===== config.mk =====
export PLATFORM = sky130hd
export DESIGN_NAME = led_pattern_generator_unit
export DESIGN_NICKNAME = d
export VERILOG_FILES = /design/src/sv/lpg_pkg.sv /design/src/sv/lpg_divider.sv /design/src/sv/lpg_datapath.sv /design/src/sv/lpg_controller.sv /design/src/sv/led_pattern_generator_unit.sv
export SDC_FILE = /design/constraint.sdc
export NUM_CORES = 1
export LEC_CHECK = 0
export BUFFER_PORTS_ARGS = -buffer_cell sky130_fd_sc_hd__buf_4
export CAP_MARGIN = 20
export CORE_UTILIZATION = 35
export DETAILED_ROUTE_END_ITERATION = 10
export RECOVER_POWER = 50
export SLEW_MARGIN = 40
export SYNTH_ARGS = -nofsm -noshare
export SYNTH_HDL_FRONTEND = slang
export SYNTH_SLANG_ARGS = --single-unit

===== constraint.sdc =====
create_clock -name clk -period 21.9 [get_ports clk]
set_input_delay 1.095 -clock clk [delete_from_list [all_inputs] [get_ports clk]]
set_output_delay 1.095 -clock clk [all_outputs]
set_load 0.03 [all_outputs]

===== src/sv/lpg_pkg.sv =====
`timescale 1ns / 1ps

package lpg_pkg;

	localparam int NUM_LEDS_DEF = 2;

	localparam int HALF_W   = 16;
	localparam int LEN_W    = 7;
	localparam int TCNT_W   = 8;
	localparam int DIV_W    = HALF_W + 1;
	localparam int DIVR_W   = 8;
	localparam int DIV_CNT_W = $clog2(DIV_W + 1);

	// (2^17 + 1) / 3: x * THIRD_RECIP >> DIV_W is exactly x / 3 for x below 2^17
	localparam logic [DIV_W-1:0] THIRD_RECIP = DIV_W'(43691);

	localparam logic OP_TICK = 1'b0;
	localparam logic OP_CMD  = 1'b1;

	localparam logic [2:0] MODE_OFF    = 3'd0;
	localparam logic [2:0] MODE_ON     = 3'd1;
	localparam logic [2:0] MODE_TOGGLE = 3'd2;
	localparam logic [2:0] MODE_BLINK  = 3'd3;
	localparam logic [2:0] MODE_HEART  = 3'd4;
	localparam logic [2:0] MODE_PULSE  = 3'd5;

	typedef enum logic [2:0] {
		S_IDLE,
		S_DECODE,
		S_DIV_A,
		S_DIV_B,
		S_WRITE,
		S_TICK,
		S_DONE
	} state_t;

	// controller -> datapath
	typedef struct packed {
		logic capture;
		logic div_start;
		logic div_sel_b;
		logic save_a;
		logic save_b;
		logic cmd_write;
		logic tick_write;
	} ctl_t;

	// datapath -> controller
	typedef struct packed {
		logic is_cmd;
		logic cmd_ok;
		logic div_done;
	} sts_t;

endpackage


===== src/sv/lpg_divider.sv =====
`timescale 1ns / 1ps

// Restoring divider, one quotient bit per cycle.
module lpg_divider (
	input  logic                        clk,
	input  logic                        arst_n,
	input  logic                        start,
	input  logic [lpg_pkg::DIV_W-1:0]   dividend,
	input  logic [lpg_pkg::DIVR_W-1:0]  divisor,
	output logic                        done,
	output logic [lpg_pkg::DIV_W-1:0]   quotient
);

	logic                           run_q;
	logic                           done_q;
	logic [lpg_pkg::DIV_CNT_W-1:0]  cnt_q;
	logic [lpg_pkg::DIVR_W-1:0]     rem_q;
	logic [lpg_pkg::DIVR_W-1:0]     divr_q;
	logic [lpg_pkg::DIV_W-1:0]      quo_q;
	logic [lpg_pkg::DIVR_W:0]       trial;
	logic                           ge;

	assign trial = {rem_q, quo_q[lpg_pkg::DIV_W-1]};
	assign ge    = trial >= {1'b0, divr_q};

	always_ff @(posedge clk or negedge arst_n) begin
		if (!arst_n) begin
			run_q  <= 1'b0;
			done_q <= 1'b0;
			cnt_q  <= '0;
		end else begin
			done_q <= 1'b0;
			if (start) begin
				run_q <= 1'b1;
				cnt_q <= lpg_pkg::DIV_CNT_W'(lpg_pkg::DIV_W);
			end else if (run_q) begin
				cnt_q <= cnt_q - 1'b1;
				if (cnt_q == lpg_pkg::DIV_CNT_W'(1)) begin
					run_q  <= 1'b0;
					done_q <= 1'b1;
				end
			end
		end
	end

	always_ff @(posedge clk) begin
		if (start) begin
			rem_q  <= '0;
			divr_q <= divisor;
			quo_q  <= dividend;
		end else if (run_q) begin
			rem_q <= ge ? lpg_pkg::DIVR_W'(trial - {1'b0, divr_q}) : trial[lpg_pkg::DIVR_W-1:0];
			quo_q <= {quo_q[lpg_pkg::DIV_W-2:0], ge};
		end
	end

	assign done     = done_q;
	assign quotient = quo_q;

endmodule


===== src/sv/lpg_datapath.sv =====
`timescale 1ns / 1ps

module lpg_datapath #(
	parameter int NUM_LEDS = lpg_pkg::NUM_LEDS_DEF,
	parameter int IDX_W    = 1
) (
	input  logic                        clk,
	input  logic                        arst_n,
	input  logic                        op,
	input  logic                        led_index,
	input  logic [2:0]                  mode,
	input  logic [lpg_pkg::HALF_W-1:0]  half_period,
	input  logic [lpg_pkg::LEN_W-1:0]   train_length,
	input  lpg_pkg::ctl_t               ctl,
	input  logic [IDX_W-1:0]            walk_idx,
	output lpg_pkg::sts_t               sts,
	output logic [1:0]                  led_on
);

	// captured transaction
	logic                        in_op_q;
	logic                        in_idx_q;
	logic [2:0]                  in_mode_q;
	logic [lpg_pkg::HALF_W-1:0]  in_half_q;
	logic [lpg_pkg::LEN_W-1:0]   in_len_q;
	logic [lpg_pkg::HALF_W-1:0]  res_a_q;
	logic [lpg_pkg::HALF_W-1:0]  res_b_q;

	// per-LED state
	logic [2:0]                  led_mode_q [NUM_LEDS];
	logic [lpg_pkg::HALF_W-1:0]  st_half_q  [NUM_LEDS];
	logic [lpg_pkg::LEN_W-1:0]   st_len_q   [NUM_LEDS];
	logic [lpg_pkg::HALF_W-1:0]  cnt_q      [NUM_LEDS];
	logic                        phase_q    [NUM_LEDS];
	logic [lpg_pkg::TCNT_W-1:0]  tcnt_q     [NUM_LEDS];
	logic [lpg_pkg::HALF_W-1:0]  qa_q       [NUM_LEDS];
	logic [lpg_pkg::HALF_W-1:0]  qb_q       [NUM_LEDS];
	logic [NUM_LEDS-1:0]         level_q;

	logic [IDX_W-1:0]            sel;
	logic                        in_heart;
	logic                        in_pulse;
	logic [lpg_pkg::TCNT_W-1:0]  in_toggles;
	logic [lpg_pkg::DIV_W-1:0]   div_dividend;
	logic [lpg_pkg::DIVR_W-1:0]  div_divisor;
	logic                        div_done;
	logic [lpg_pkg::DIV_W-1:0]   div_quo;
	logic [lpg_pkg::HALF_W-1:0]  quo_fix;
	logic [lpg_pkg::DIV_W-1:0]   third_in;
	logic [2*lpg_pkg::DIV_W-1:0] third_prod;
	logic [lpg_pkg::HALF_W-1:0]  third;

	// tick update of the selected LED
	logic [2:0]                  cur_mode;
	logic [lpg_pkg::HALF_W-1:0]  cur_half;
	logic [lpg_pkg::TCNT_W-1:0]  cur_toggles;
	logic [lpg_pkg::HALF_W-1:0]  dec;
	logic                        dec_zero;
	logic [lpg_pkg::HALF_W-1:0]  nxt_cnt;
	logic                        nxt_phase;
	logic [lpg_pkg::TCNT_W-1:0]  nxt_tcnt;
	logic                        nxt_level;

	assign sel = (in_op_q == lpg_pkg::OP_CMD) ? IDX_W'(in_idx_q) : walk_idx;

	always_ff @(posedge clk) begin
		if (ctl.capture) begin
			in_op_q   <= op;
			in_idx_q  <= led_index;
			in_mode_q <= mode;
			in_half_q <= (half_period == '0) ? lpg_pkg::HALF_W'(1) : half_period;
			in_len_q  <= (train_length == '0) ? lpg_pkg::LEN_W'(1) : train_length;
		end
		if (ctl.save_a) res_a_q <= quo_fix;
		if (ctl.save_b) res_b_q <= quo_fix;
	end

	// heartbeat: 2h/3 then h/3 by reciprocal multiply;
	// pulse train: h/(2L-1) then h/L on the divider, at least 1
	assign in_heart   = in_mode_q == lpg_pkg::MODE_HEART;
	assign in_pulse   = in_mode_q == lpg_pkg::MODE_PULSE;
	assign in_toggles = {in_len_q, 1'b0} - 1'b1;

	assign third_in   = ctl.save_a ? {in_half_q, 1'b0} : {1'b0, in_half_q};
	assign third_prod = third_in * lpg_pkg::THIRD_RECIP;
	assign third      = third_prod[lpg_pkg::DIV_W +: lpg_pkg::HALF_W];

	assign div_dividend = {1'b0, in_half_q};

	always_comb begin
		if (ctl.div_sel_b) begin
			div_divisor = {1'b0, in_len_q};
		end else begin
			div_divisor = in_toggles;
		end
	end

	lpg_divider u_div (
		.clk      (clk),
		.arst_n   (arst_n),
		.start    (ctl.div_start),
		.dividend (div_dividend),
		.divisor  (div_divisor),
		.done     (div_done),
		.quotient (div_quo)
	);

	always_comb begin
		priority if (in_heart) begin
			quo_fix = third;
		end else if (in_pulse && div_quo[lpg_pkg::HALF_W-1:0] == '0) begin
			quo_fix = lpg_pkg::HALF_W'(1);
		end else begin
			quo_fix = div_quo[lpg_pkg::HALF_W-1:0];
		end
	end

	assign cur_mode    = led_mode_q[sel];
	assign cur_half    = st_half_q[sel];
	assign cur_toggles = {st_len_q[sel], 1'b0} - 1'b1;
	assign dec         = cnt_q[sel] - 1'b1;
	assign dec_zero    = dec == '0;

	always_comb begin
		nxt_cnt   = cnt_q[sel];
		nxt_phase = phase_q[sel];
		nxt_tcnt  = tcnt_q[sel];
		nxt_level = level_q[sel];
		unique case (cur_mode)
			lpg_pkg::MODE_BLINK: begin
				nxt_cnt = dec;
				if (dec_zero) begin
					nxt_level = ~level_q[sel];
					nxt_cnt   = cur_half;
				end
			end
			lpg_pkg::MODE_HEART: begin
				nxt_cnt = dec;
				if (!phase_q[sel]) begin
					// zero point wins over the 2/3 and 1/3 points
					priority if (dec_zero) begin
						nxt_level = ~level_q[sel];
						nxt_phase = 1'b1;
						nxt_cnt   = cur_half;
					end else if (dec == qa_q[sel] || dec == qb_q[sel]) begin
						nxt_level = ~level_q[sel];
					end
				end else if (dec_zero) begin
					nxt_level = ~level_q[sel];
					nxt_phase = 1'b0;
					nxt_cnt   = cur_half;
				end
			end
			lpg_pkg::MODE_PULSE: begin
				nxt_cnt = dec;
				if (!phase_q[sel]) begin
					if (dec_zero) begin
						if (tcnt_q[sel] < cur_toggles) begin
							nxt_level = ~level_q[sel];
							nxt_cnt   = qa_q[sel];
							nxt_tcnt  = tcnt_q[sel] + 1'b1;
						end else begin
							nxt_level = 1'b0;
							nxt_cnt   = cur_half;
							nxt_tcnt  = '0;
							nxt_phase = 1'b1;
						end
					end
				end else if (dec_zero) begin
					nxt_level = ~level_q[sel];
					nxt_cnt   = qb_q[sel];
					nxt_phase = 1'b0;
				end
			end
			default: begin
			end
		endcase
	end

	always_ff @(posedge clk or negedge arst_n) begin
		if (!arst_n) begin
			for (int i = 0; i < NUM_LEDS; i++) begin
				led_mode_q[i] <= lpg_pkg::MODE_OFF;
			end
			level_q <= '0;
		end else if (ctl.cmd_write) begin
			led_mode_q[sel] <= in_mode_q;
			unique case (in_mode_q)
				lpg_pkg::MODE_OFF:    level_q[sel] <= 1'b0;
				lpg_pkg::MODE_ON:     level_q[sel] <= 1'b1;
				lpg_pkg::MODE_TOGGLE: level_q[sel] <= ~level_q[sel];
				default: begin
				end
			endcase
		end else if (ctl.tick_write) begin
			level_q[sel] <= nxt_level;
		end
	end

	always_ff @(posedge clk) begin
		if (ctl.cmd_write) begin
			st_half_q[sel] <= in_half_q;
			st_len_q[sel]  <= in_len_q;
			qa_q[sel]      <= res_a_q;
			qb_q[sel]      <= res_b_q;
			unique case (in_mode_q)
				lpg_pkg::MODE_BLINK: cnt_q[sel] <= in_half_q;
				lpg_pkg::MODE_HEART: begin
					cnt_q[sel]   <= in_half_q;
					phase_q[sel] <= 1'b1;
				end
				lpg_pkg::MODE_PULSE: begin
					cnt_q[sel]   <= in_half_q;
					phase_q[sel] <= 1'b0;
					tcnt_q[sel]  <= '0;
				end
				default: begin
				end
			endcase
		end else if (ctl.tick_write) begin
			cnt_q[sel]   <= nxt_cnt;
			phase_q[sel] <= nxt_phase;
			tcnt_q[sel]  <= nxt_tcnt;
		end
	end

	assign sts.is_cmd   = in_op_q == lpg_pkg::OP_CMD;
	assign sts.cmd_ok   = (in_idx_q == 1'b0) || (NUM_LEDS > 1);
	assign sts.div_done = div_done;

	for (genvar b = 0; b < 2; b++) begin : g_out
		if (b < NUM_LEDS) begin : g_led
			assign led_on[b] = level_q[b];
		end else begin : g_none
			assign led_on[b] = 1'b0;
		end
	end

endmodule


===== src/sv/lpg_controller.sv =====
`timescale 1ns / 1ps

module lpg_controller #(
	parameter int NUM_LEDS = lpg_pkg::NUM_LEDS_DEF,
	parameter int IDX_W    = 1
) (
	input  logic              clk,
	input  logic              arst_n,
	input  logic              start,
	input  lpg_pkg::sts_t     sts,
	output lpg_pkg::ctl_t     ctl,
	output logic [IDX_W-1:0]  walk_idx,
	output logic              busy,
	output logic              done
);

	lpg_pkg::state_t  state_q;
	lpg_pkg::state_t  state_nxt;
	logic [IDX_W-1:0] walk_q;
	logic             walk_last;

	assign walk_last = walk_q == IDX_W'(NUM_LEDS - 1);

	always_ff @(posedge clk or negedge arst_n) begin
		if (!arst_n) begin
			state_q <= lpg_pkg::S_IDLE;
			walk_q  <= '0;
		end else begin
			state_q <= state_nxt;
			if (state_q == lpg_pkg::S_DECODE) begin
				walk_q <= '0;
			end else if (state_q == lpg_pkg::S_TICK) begin
				walk_q <= walk_q + 1'b1;
			end
		end
	end

	always_comb begin
		state_nxt = state_q;
		unique case (state_q)
			lpg_pkg::S_IDLE:   if (start) state_nxt = lpg_pkg::S_DECODE;
			lpg_pkg::S_DECODE: begin
				priority if (!sts.is_cmd) state_nxt = lpg_pkg::S_TICK;
				else if (!sts.cmd_ok)     state_nxt = lpg_pkg::S_DONE;
				else                      state_nxt = lpg_pkg::S_DIV_A;
			end
			lpg_pkg::S_DIV_A:  if (sts.div_done) state_nxt = lpg_pkg::S_DIV_B;
			lpg_pkg::S_DIV_B:  if (sts.div_done) state_nxt = lpg_pkg::S_WRITE;
			lpg_pkg::S_WRITE:  state_nxt = lpg_pkg::S_DONE;
			lpg_pkg::S_TICK:   if (walk_last) state_nxt = lpg_pkg::S_DONE;
			lpg_pkg::S_DONE:   state_nxt = lpg_pkg::S_IDLE;
			default:           state_nxt = lpg_pkg::S_IDLE;
		endcase
	end

	always_comb begin
		ctl  = '0;
		busy = 1'b1;
		done = 1'b0;
		unique case (state_q)
			lpg_pkg::S_IDLE: begin
				busy        = 1'b0;
				ctl.capture = start;
			end
			lpg_pkg::S_DECODE: ctl.div_start = 1'b1;
			lpg_pkg::S_DIV_A: begin
				ctl.save_a    = sts.div_done;
				ctl.div_start = sts.div_done;
				ctl.div_sel_b = sts.div_done;
			end
			lpg_pkg::S_DIV_B: begin
				ctl.div_sel_b = 1'b1;
				ctl.save_b    = sts.div_done;
			end
			lpg_pkg::S_WRITE: ctl.cmd_write  = 1'b1;
			lpg_pkg::S_TICK:  ctl.tick_write = 1'b1;
			lpg_pkg::S_DONE:  done = 1'b1;
			default: begin
			end
		endcase
	end

	assign walk_idx = walk_q;

endmodule


===== src/sv/led_pattern_generator_unit.sv =====
`timescale 1ns / 1ps

// LED pattern generator: NUM_LEDS independent LEDs, each running off, on,
// toggle, blink, heartbeat or pulse-train patterns.
//
// Input channel: a transaction is taken on a rising edge with start high and
// busy low. op selects a 1 ms tick (advances every LED) or a mode command for
// the LED at led_index (mode, half_period, train_length; zero half period or
// length is stored as 1; an index past the last LED is ignored).
// Result channel: done is high for exactly one cycle with the LED-on vector
// on led_on. The receiver cannot stall; it must take done when it shows.
// One result per transaction, in order.
//
// Sequence after acceptance:
//   command:        decode, then two 17-step divisions (one quotient bit
//                   per cycle), then the write, then done.
//   ignored index:  decode, then done.
//   tick:           decode, then the LED state is walked one LED per
//                   cycle, then done.
// busy stays high from acceptance through the done cycle.
//
// Reset (arst_n low, async): all LEDs off in mode off, controller idle.
module led_pattern_generator_unit #(
	parameter int NUM_LEDS = lpg_pkg::NUM_LEDS_DEF
) (
	input  logic                        clk,
	input  logic                        arst_n,
	input  logic                        start,
	output logic                        busy,
	input  logic                        op,
	input  logic                        led_index,
	input  logic [2:0]                  mode,
	input  logic [lpg_pkg::HALF_W-1:0]  half_period,
	input  logic [lpg_pkg::LEN_W-1:0]   train_length,
	output logic                        done,
	output logic [1:0]                  led_on
);

	localparam int IDX_W = (NUM_LEDS > 1) ? $clog2(NUM_LEDS) : 1;

	lpg_pkg::ctl_t     ctl;
	lpg_pkg::sts_t     sts;
	logic [IDX_W-1:0]  walk_idx;

	// sequencer: decode, divisions for commands, LED walk for ticks
	lpg_controller #(
		.NUM_LEDS (NUM_LEDS),
		.IDX_W    (IDX_W)
	) u_ctrl (
		.clk      (clk),
		.arst_n   (arst_n),
		.start    (start),
		.sts      (sts),
		.ctl      (ctl),
		.walk_idx (walk_idx),
		.busy     (busy),
		.done     (done)
	);

	// per-LED state, pattern update logic and the shared divider
	lpg_datapath #(
		.NUM_LEDS (NUM_LEDS),
		.IDX_W    (IDX_W)
	) u_dp (
		.clk          (clk),
		.arst_n       (arst_n),
		.op           (op),
		.led_index    (led_index),
		.mode         (mode),
		.half_period  (half_period),
		.train_length (train_length),
		.ctl          (ctl),
		.walk_idx     (walk_idx),
		.sts          (sts),
		.led_on       (led_on)
	);

endmodule


==> results by group, run 1 <==
Outcome
  – Status: finished, violations left
  – Failing checks: capacitance limit, slew limit

Worst setup path
  – FF-to-FF path depth: 26
  – Worst EP required: 22.18 ns
  – FF-to-FF End: u_dp.res_b_q[13]$_DFFE_PP_
  – R2R Setup Slk: 12.75 ns
  – Worst setup SP type: register
  – Worst EP arrival: 9.42 ns
  – Crit-path max FO: 32
  – Worst setup EP type: register
  – Critical path class: reg2reg
  – Worst r2r src: u_ctrl.state_q[0]$_DFFE_PN0P_

Floorplanning
  – Row Count: 84
  – Num ports: 35
  – DIE WIDTH: 235 um
  – Core Area: 53,100 um2
  – Die area: 55,100 um2
  – Vert. Die Dim: 235 um
  – Initial Util: 35.7%

Final layout
  – Multi-input gate area: 9840 um2
  – Area taken by flip-flops and latches: 7980 um2
  – Fillers: 5,088
  – Synth-to-Final Area Change: 9.97%
  – N_diodes: 0
  – Post-layout util: 39.3%
  – Non-Filler Instances: 2,486
  – Layout cells sized above 1: 6.90%
  – Layout net count: 2,045

Timing
  – Worst slew pin tran: 3.69 ns
  – Final period util: 41.8%
  – Final Hold Fails: 0
  – Fmax: 109 MHz
  – Final worst path period need: 9.15 ns
  – Final Slew Violations: 154
  – Clock skew: 0.0189 ns
  – Setup TNS: 0 ns
  – Final worst slack: 12.75 ns
  – Final Setup Violations: 0
  – RSZ-0062 raised after global routing: no
  – Worst slew margin: -146%

Global route
  – Initial antenna violation count: 1
  – Congestion Overflow GR: 0
  – GR peak layer: met2
  – GRT met2 Usage: 27.9%
  – Vias in the first global route: 13,100
  – Total track usage: 17.8%
  – First-pass GRT wire length: 76,600 um
  – Largest net degree at the start of global routing: 79
  – Met3 GRT Util: 2.70%
  – Grt met1 use: 25.9%

Clock network
  – Max clock buf depth: 3
  – Post-CTS Setup Inserts: 0
  – Clock tree root buffer cell: clkbuf_16
  – Worst skew pair latency: 0.57 ns
  – CTS Sinks: 272
  – TritonCTS clock tree: done
  – Reg clk slew, reported paths: 0.06 ns
  – Max H-tree Level: 1
  – Post-CTS Hold Fix Bufs: 0
  – Post-CTS Resized: 0
  – CTS Buf Count: 29

Synth
  – Cell Area, Synth: 19,000 um2
  – Yosys cell types: 85
  – Cells after synthesis: 1,779
  – Yosys reg bits: 272
  – Mean post-synth cell area: 10.7 um2
  – YS warnings: 0
  – Sequential fraction of the synthesis area: 42.1%
  – Async set-or-reset flop fraction in the synthesized netlist: 6.99%
  – Most used DFF post-synth: edfxtp_1
  – Syn Nets: 2,049
  – Post-synth EDFFs: 244

Detailed routing
  – Initial DRC Count: 1,097
  – Antenna viol nets, final: 0
  – DR WL/cell: 19.8 um
  – Via Count: 13,100
  – DRT Pass-1 Iters: 5
  – DR vias/cell: 5.29
  – Drt total wl: 49,200 um
  – DRC: 0

Hold path
  – Hold path cells: 0
  – Hold_sp: u_dp.res_b_q[4]$_DFFE_PP_
  – Worst Hold Path EP: u_dp.qb_q[0][4]$_DFFE_PP_
  – Hold WC Path Type: reg2reg

Placed design
  – Placed insts: 2,432
  – Hpwl dp: 37,400 um
  – Place WS: 13.12 ns
  – I/O Buffers: 34
  – Routability cong.: 0.910

Run
  – Number of max-cap violations: 3
-- synth_stat cells, drive strengths merged (7+ instances only) --
cell type  number  area, um2
or3             8       55.1
and2            9       56.3
a211oi         25        198
o22ai           7       43.8
o21ai          71        359
buf            22        124
nor2           92        348
mux2           17        191
nand3b          9       67.6
xnor3          10        225
a31oi          17        106
dfrtp          19        475
a21o           23        173
edfxtp        244       7330
a221oi          7       78.8
nor4           16        134
and3           11       73.8
mux2i          83        846
inv           229        860
fa             88       1760
nand2         235        882
nand4          14       93.8
nor2b          19        119
ha            151       1890
nor3           31        155
xnor2          44        385
or4             7       67.6
nand3          18       90.1
a21oi          67        335
xor2           31        272
clkbuf         56        211
nand2b         16        100
dfxtp           9        180
-- critical path: stages, from the launching register on --
cell	delay [ns]
dfrtp_1	0.60
nand4bb_1	0.88
inv_1	1.20
nand2_1	0.12
nand2_1	0.25
ha_1	0.29
inv_1	0.08
fa_1	0.54
inv_1	0.08
fa_1	0.54
inv_1	0.06
fa_1	0.53
inv_1	0.07
fa_1	0.54
inv_1	0.06
fa_1	0.52
inv_1	0.04
ha_1	0.33
and4_1	0.20
and3_1	0.18
a221o_1	0.34
o21a_1	0.24
o21a_1	0.19
a311oi_1	0.50
o21ai_0	0.18
xnor2_1	0.17
o21ai_0	0.12
-- registers in the layout, summed over array words and instances (netlist names), 17 cells and up --
| name | count |
|---|---|
| u_dp.cnt_q | 32 |
| u_dp.st_half_q | 32 |
| u_dp.qb_q | 32 |
| u_dp.u_div.quotient | 17 |
| u_dp.qa_q | 32 |
-- how the worst max path moves through the flow --
| stage | from | end | slack (ns) |
|---|---|---|---|
| floorplan | u_ctrl.state_q[0]$_DFFE_PN0P_ | u_dp.res_a_q[14]$_DFFE_PP_ | 14.41 |
| global placement | u_ctrl.state_q[0]$_DFFE_PN0P_ | u_dp.res_a_q[14]$_DFFE_PP_ | 13.36 |
| detailed placement | u_ctrl.state_q[0]$_DFFE_PN0P_ | u_dp.res_a_q[14]$_DFFE_PP_ | 13.12 |
| CTS | u_ctrl.state_q[0]$_DFFE_PN0P_ | u_dp.res_b_q[14]$_DFFE_PP_ | 13.09 |
| global route | u_ctrl.state_q[0]$_DFFE_PN0P_ | u_dp.res_b_q[14]$_DFFE_PP_ | 12.04 |
| finish | u_ctrl.state_q[0]$_DFFE_PN0P_ | u_dp.res_b_q[13]$_DFFE_PP_ | 12.75 |
-- cells by family (layout without fill, tap and decap cells) --
family / Yosys count / count (layout) / share of synthesized area, %
multiplexers: 103 / 103 / 5.82
adder cells (fa/ha/maj): 239 / 239 / 19.2
AO/OA/AOI/OAI: 268 / 268 / 9.18
AND/OR/NAND/NOR: 505 / 505 / 12.7
buffers and inverters: 307 / 326 / 6.30
flip-flops: 272 / 272 / 42.1
XOR/XNOR: 85 / 85 / 4.65
-- layout make-up --
class | instances | share of cell area [%]
Timing Repair Buffer | 43 | 1.19
Sequential cell | 272 | 38.3
Multi-Input combinational cell | 1200 | 47.2
Clock inverter | 23 | 1.63
Tap cell | 688 | 4.13
Inverter | 229 | 4.12
Clock buffer | 31 | 3.51
-- layout by cell type (no fill, tap or decap), types with 17 or more instances in the layout --
cell / count
a21o_1: 23
nor2b_1: 19
mux2i_1: 80
a31oi_1: 17
o21ai_0: 54
nor3_1: 31
a21oi_1: 66
xor2_1: 31
clkbuf_1: 22
nand3_1: 18
nor2_1: 86
edfxtp_1: 244
clkbuf_16: 29
inv_1: 229
ha_1: 151
xnor2_1: 44
a211oi_1: 23
fa_1: 88
nand2_1: 234
dfrtp_1: 19
-- through the flow --
stage               hold WS, ns  area (um2)
floorplan                 0.421       19000
CTS                       0.399       21000
global placement          0.424       19900
finish                    0.446       20900
global route              0.460       20900
detailed placement        0.434       19900
-- routing by layer --
layer	vias to the layer above	wire, um
met1	6526	23300
met4	2	990
li1	6173	-
met2	380	22200
met3	68	2640
met5	-	14
Power of run 1 is not shown: default switching activity piles up to over one toggle a cycle in this logic, so the estimate is an artifact.
==> run 2: changes to the inputs <==
==> constraint.sdc (replaced) <==
create_clock -name clk -period 9.45 [get_ports clk]
set_input_delay 0.4725 -clock clk [delete_from_list [all_inputs] [get_ports clk]]
set_output_delay 0.4725 -clock clk [all_outputs]
set_load 0.03 [all_outputs]
==> run 2 against run 1 <==
The run still ends with capacitance limit, slew limit left. Sequential cell count unchanged. Clock skew up 0.016 ns. First-iteration DRC count down 5.8%. Maximum frequency up 9.0%. Critical path depth up 1. Worst hold slack worse by 0.35 ns. Die area unchanged. Critical path type unchanged. Critical endpoint is now u_dp.res_b_q[14]$_DFFE_PP_.
==> results by group, run 2 (same netlist as run 1, synthesis figures left out) <==
Outcome
  – Status: finished, violations left
  – Failing checks: capacitance limit, slew limit

Floorplanning
  – Core Area: 53,100 um2
  – Die area: 55,100 um2
  – DIE WIDTH: 235 um
  – Initial Util: 35.7%
  – Num ports: 35
  – Vert. Die Dim: 235 um
  – Row Count: 84

Clock network
  – CTS Sinks: 272
  – Post-CTS Resized: 0
  – Worst skew pair latency: 0.58 ns
  – Reg clk slew, reported paths: 0.06 ns
  – Max H-tree Level: 1
  – Max clock buf depth: 3
  – TritonCTS clock tree: done
  – Post-CTS Hold Fix Bufs: 1
  – CTS Buf Count: 30
  – Clock tree root buffer cell: clkbuf_16
  – Post-CTS Setup Inserts: 0

Worst setup path
  – Delay-heaviest family, CP: adder cells
  – Worst EP required: 9.72 ns
  – FF-to-FF End: u_dp.res_b_q[14]$_DFFE_PP_
  – Worst setup SP type: register
  – Worst r2r src: u_ctrl.state_q[0]$_DFFE_PN0P_
  – CP dominant cell by count: inv_1
  – Crit-path max FO: 32
  – Slowest stage cell, crit path: inv_1
  – FF-to-FF path depth: 27
  – Worst setup EP type: register
  – Slowest stage delay, CP: 0.86 ns
  – Buf/Inv on CP: 8
  – Worst EP arrival: 8.67 ns
  – Critical path class: reg2reg
  – R2R Setup Slk: 1.06 ns

Final layout
  – Layout net count: 2,049
  – Layout cells sized above 1: 6.43%
  – Most common cell after layout, fill and taps aside: edfxtp_1
  – Fillers: 5,148
  – N_diodes: 0
  – Synth-to-Final Area Change: 9.55%
  – Commonest non-fill, non-tap cells in the layout: edfxtp_1, nand2_1, inv_1, ha_1, fa_1

Timing
  – Clock skew: 0.0354 ns
  – Final worst path period need: 8.39 ns
  – Final Hold Fails: 0
  – Final Slew Violations: 135
  – RSZ-0062 raised after global routing: no
  – Worst slew margin: -143%
  – Final Setup Violations: 0
  – Worst slew pin tran: 3.65 ns
  – Setup TNS: 0 ns
  – Fmax: 119 MHz
  – Final period util: 88.8%

Hold path
  – Hold_sp: mode[0]
  – Hold path cells: 1
  – Worst Hold Path EP: u_dp.in_mode_q[0]$_DFFE_PP_
  – Hold WC Path Type: in2reg

Global route
  – Initial antenna violation count: 0
  – Total track usage: 17.5%
  – Congestion Overflow GR: 0
  – Largest net degree at the start of global routing: 69
  – Vias in the first global route: 13,000
  – First-pass GRT wire length: 75,900 um

Placed design
  – Routability cong.: 0.902
  – I/O Buffers: 34
  – Hpwl dp: 37,100 um

Detailed routing
  – DRT Pass-1 Iters: 5
  – Initial DRC Count: 1,033
  – Via Count: 13,100
  – Routed met2 length: 22,800 um
  – DRC: 0
  – DR WL/cell: 19.6 um
  – DR vias/cell: 5.27
  – Routed wl met3: 2370 um
  – Met1 wire length: 22,900 um
  – Top sig layer: met4
  – Drt total wl: 48,800 um
  – Antenna viol nets, final: 0

Run
  – Number of max-cap violations: 3
[run 2: cell types whose count changed in the layout (fill, tap and decap cells not counted), sizes merged]
cell         change
inv              -1
bufinv           -5
clkinvlp         -2
dlygate4sd3      +1
clkinv           +4
clkbuf           +8
[run 2: per-stage QoR]
| stage | instance area, um2 | setup WS [ns] | util, % | cells | hold slack (ns) |
|---|---|---|---|---|---|
| 2_1_floorplan | 19000 | 1.96 | - | 1779 | 0.177 |
| 3_3_place_gp | 19900 | 1.68 | 37.5 | 2434 | 0.367 |
| 3_5_place_dp | 19900 | 1.51 | 37.5 | 2434 | 0.372 |
| 4_1_cts | 20900 | 1.46 | 39.3 | 2491 | 0.0515 |
| 5_1_grt | 20800 | 0.477 | 39.2 | 2491 | 0.0842 |
| 6_report | 20800 | 1.06 | 39.2 | 2491 | 0.0939 |
[run 2: how the worst max path moves through the flow]
stage	from	to	slack, ns	cells after the start
after floorplan	u_ctrl.state_q[0]$_DFFE_PN0P_	u_dp.res_a_q[14]$_DFFE_PP_	1.96	29
after global placement	u_ctrl.state_q[0]$_DFFE_PN0P_	u_dp.res_a_q[14]$_DFFE_PP_	1.68	27
after detailed placement	u_ctrl.state_q[0]$_DFFE_PN0P_	u_dp.res_a_q[14]$_DFFE_PP_	1.51	27
after CTS	u_ctrl.state_q[0]$_DFFE_PN0P_	u_dp.res_b_q[14]$_DFFE_PP_	1.46	27
after global routing	u_ctrl.state_q[0]$_DFFE_PN0P_	u_dp.res_b_q[14]$_DFFE_PP_	0.48	27
final	u_ctrl.state_q[0]$_DFFE_PN0P_	u_dp.res_b_q[14]$_DFFE_PP_	1.06	27
[run 2: layer usage]
metal  global-route usage [%]  vias up
met2                     28.6      349
met3                     1.81       69
met4                     3.29        0
met5                        0        -
li1                         -     6191
met1                     25.3     6511
[run 2: layout make-up]
type                            count  area [um2]  area share [%]
Multi-Input combinational cell   1200        9860            47.5
Sequential cell                   272        7980            38.4
Tap cell                          688         861            4.14
Inverter                          229         860            4.14
Clock buffer                       37         777            3.74
Timing Repair Buffer               46         254            1.22
Clock inverter                     19         186           0.897
Power of run 2 is left out for the same reason.
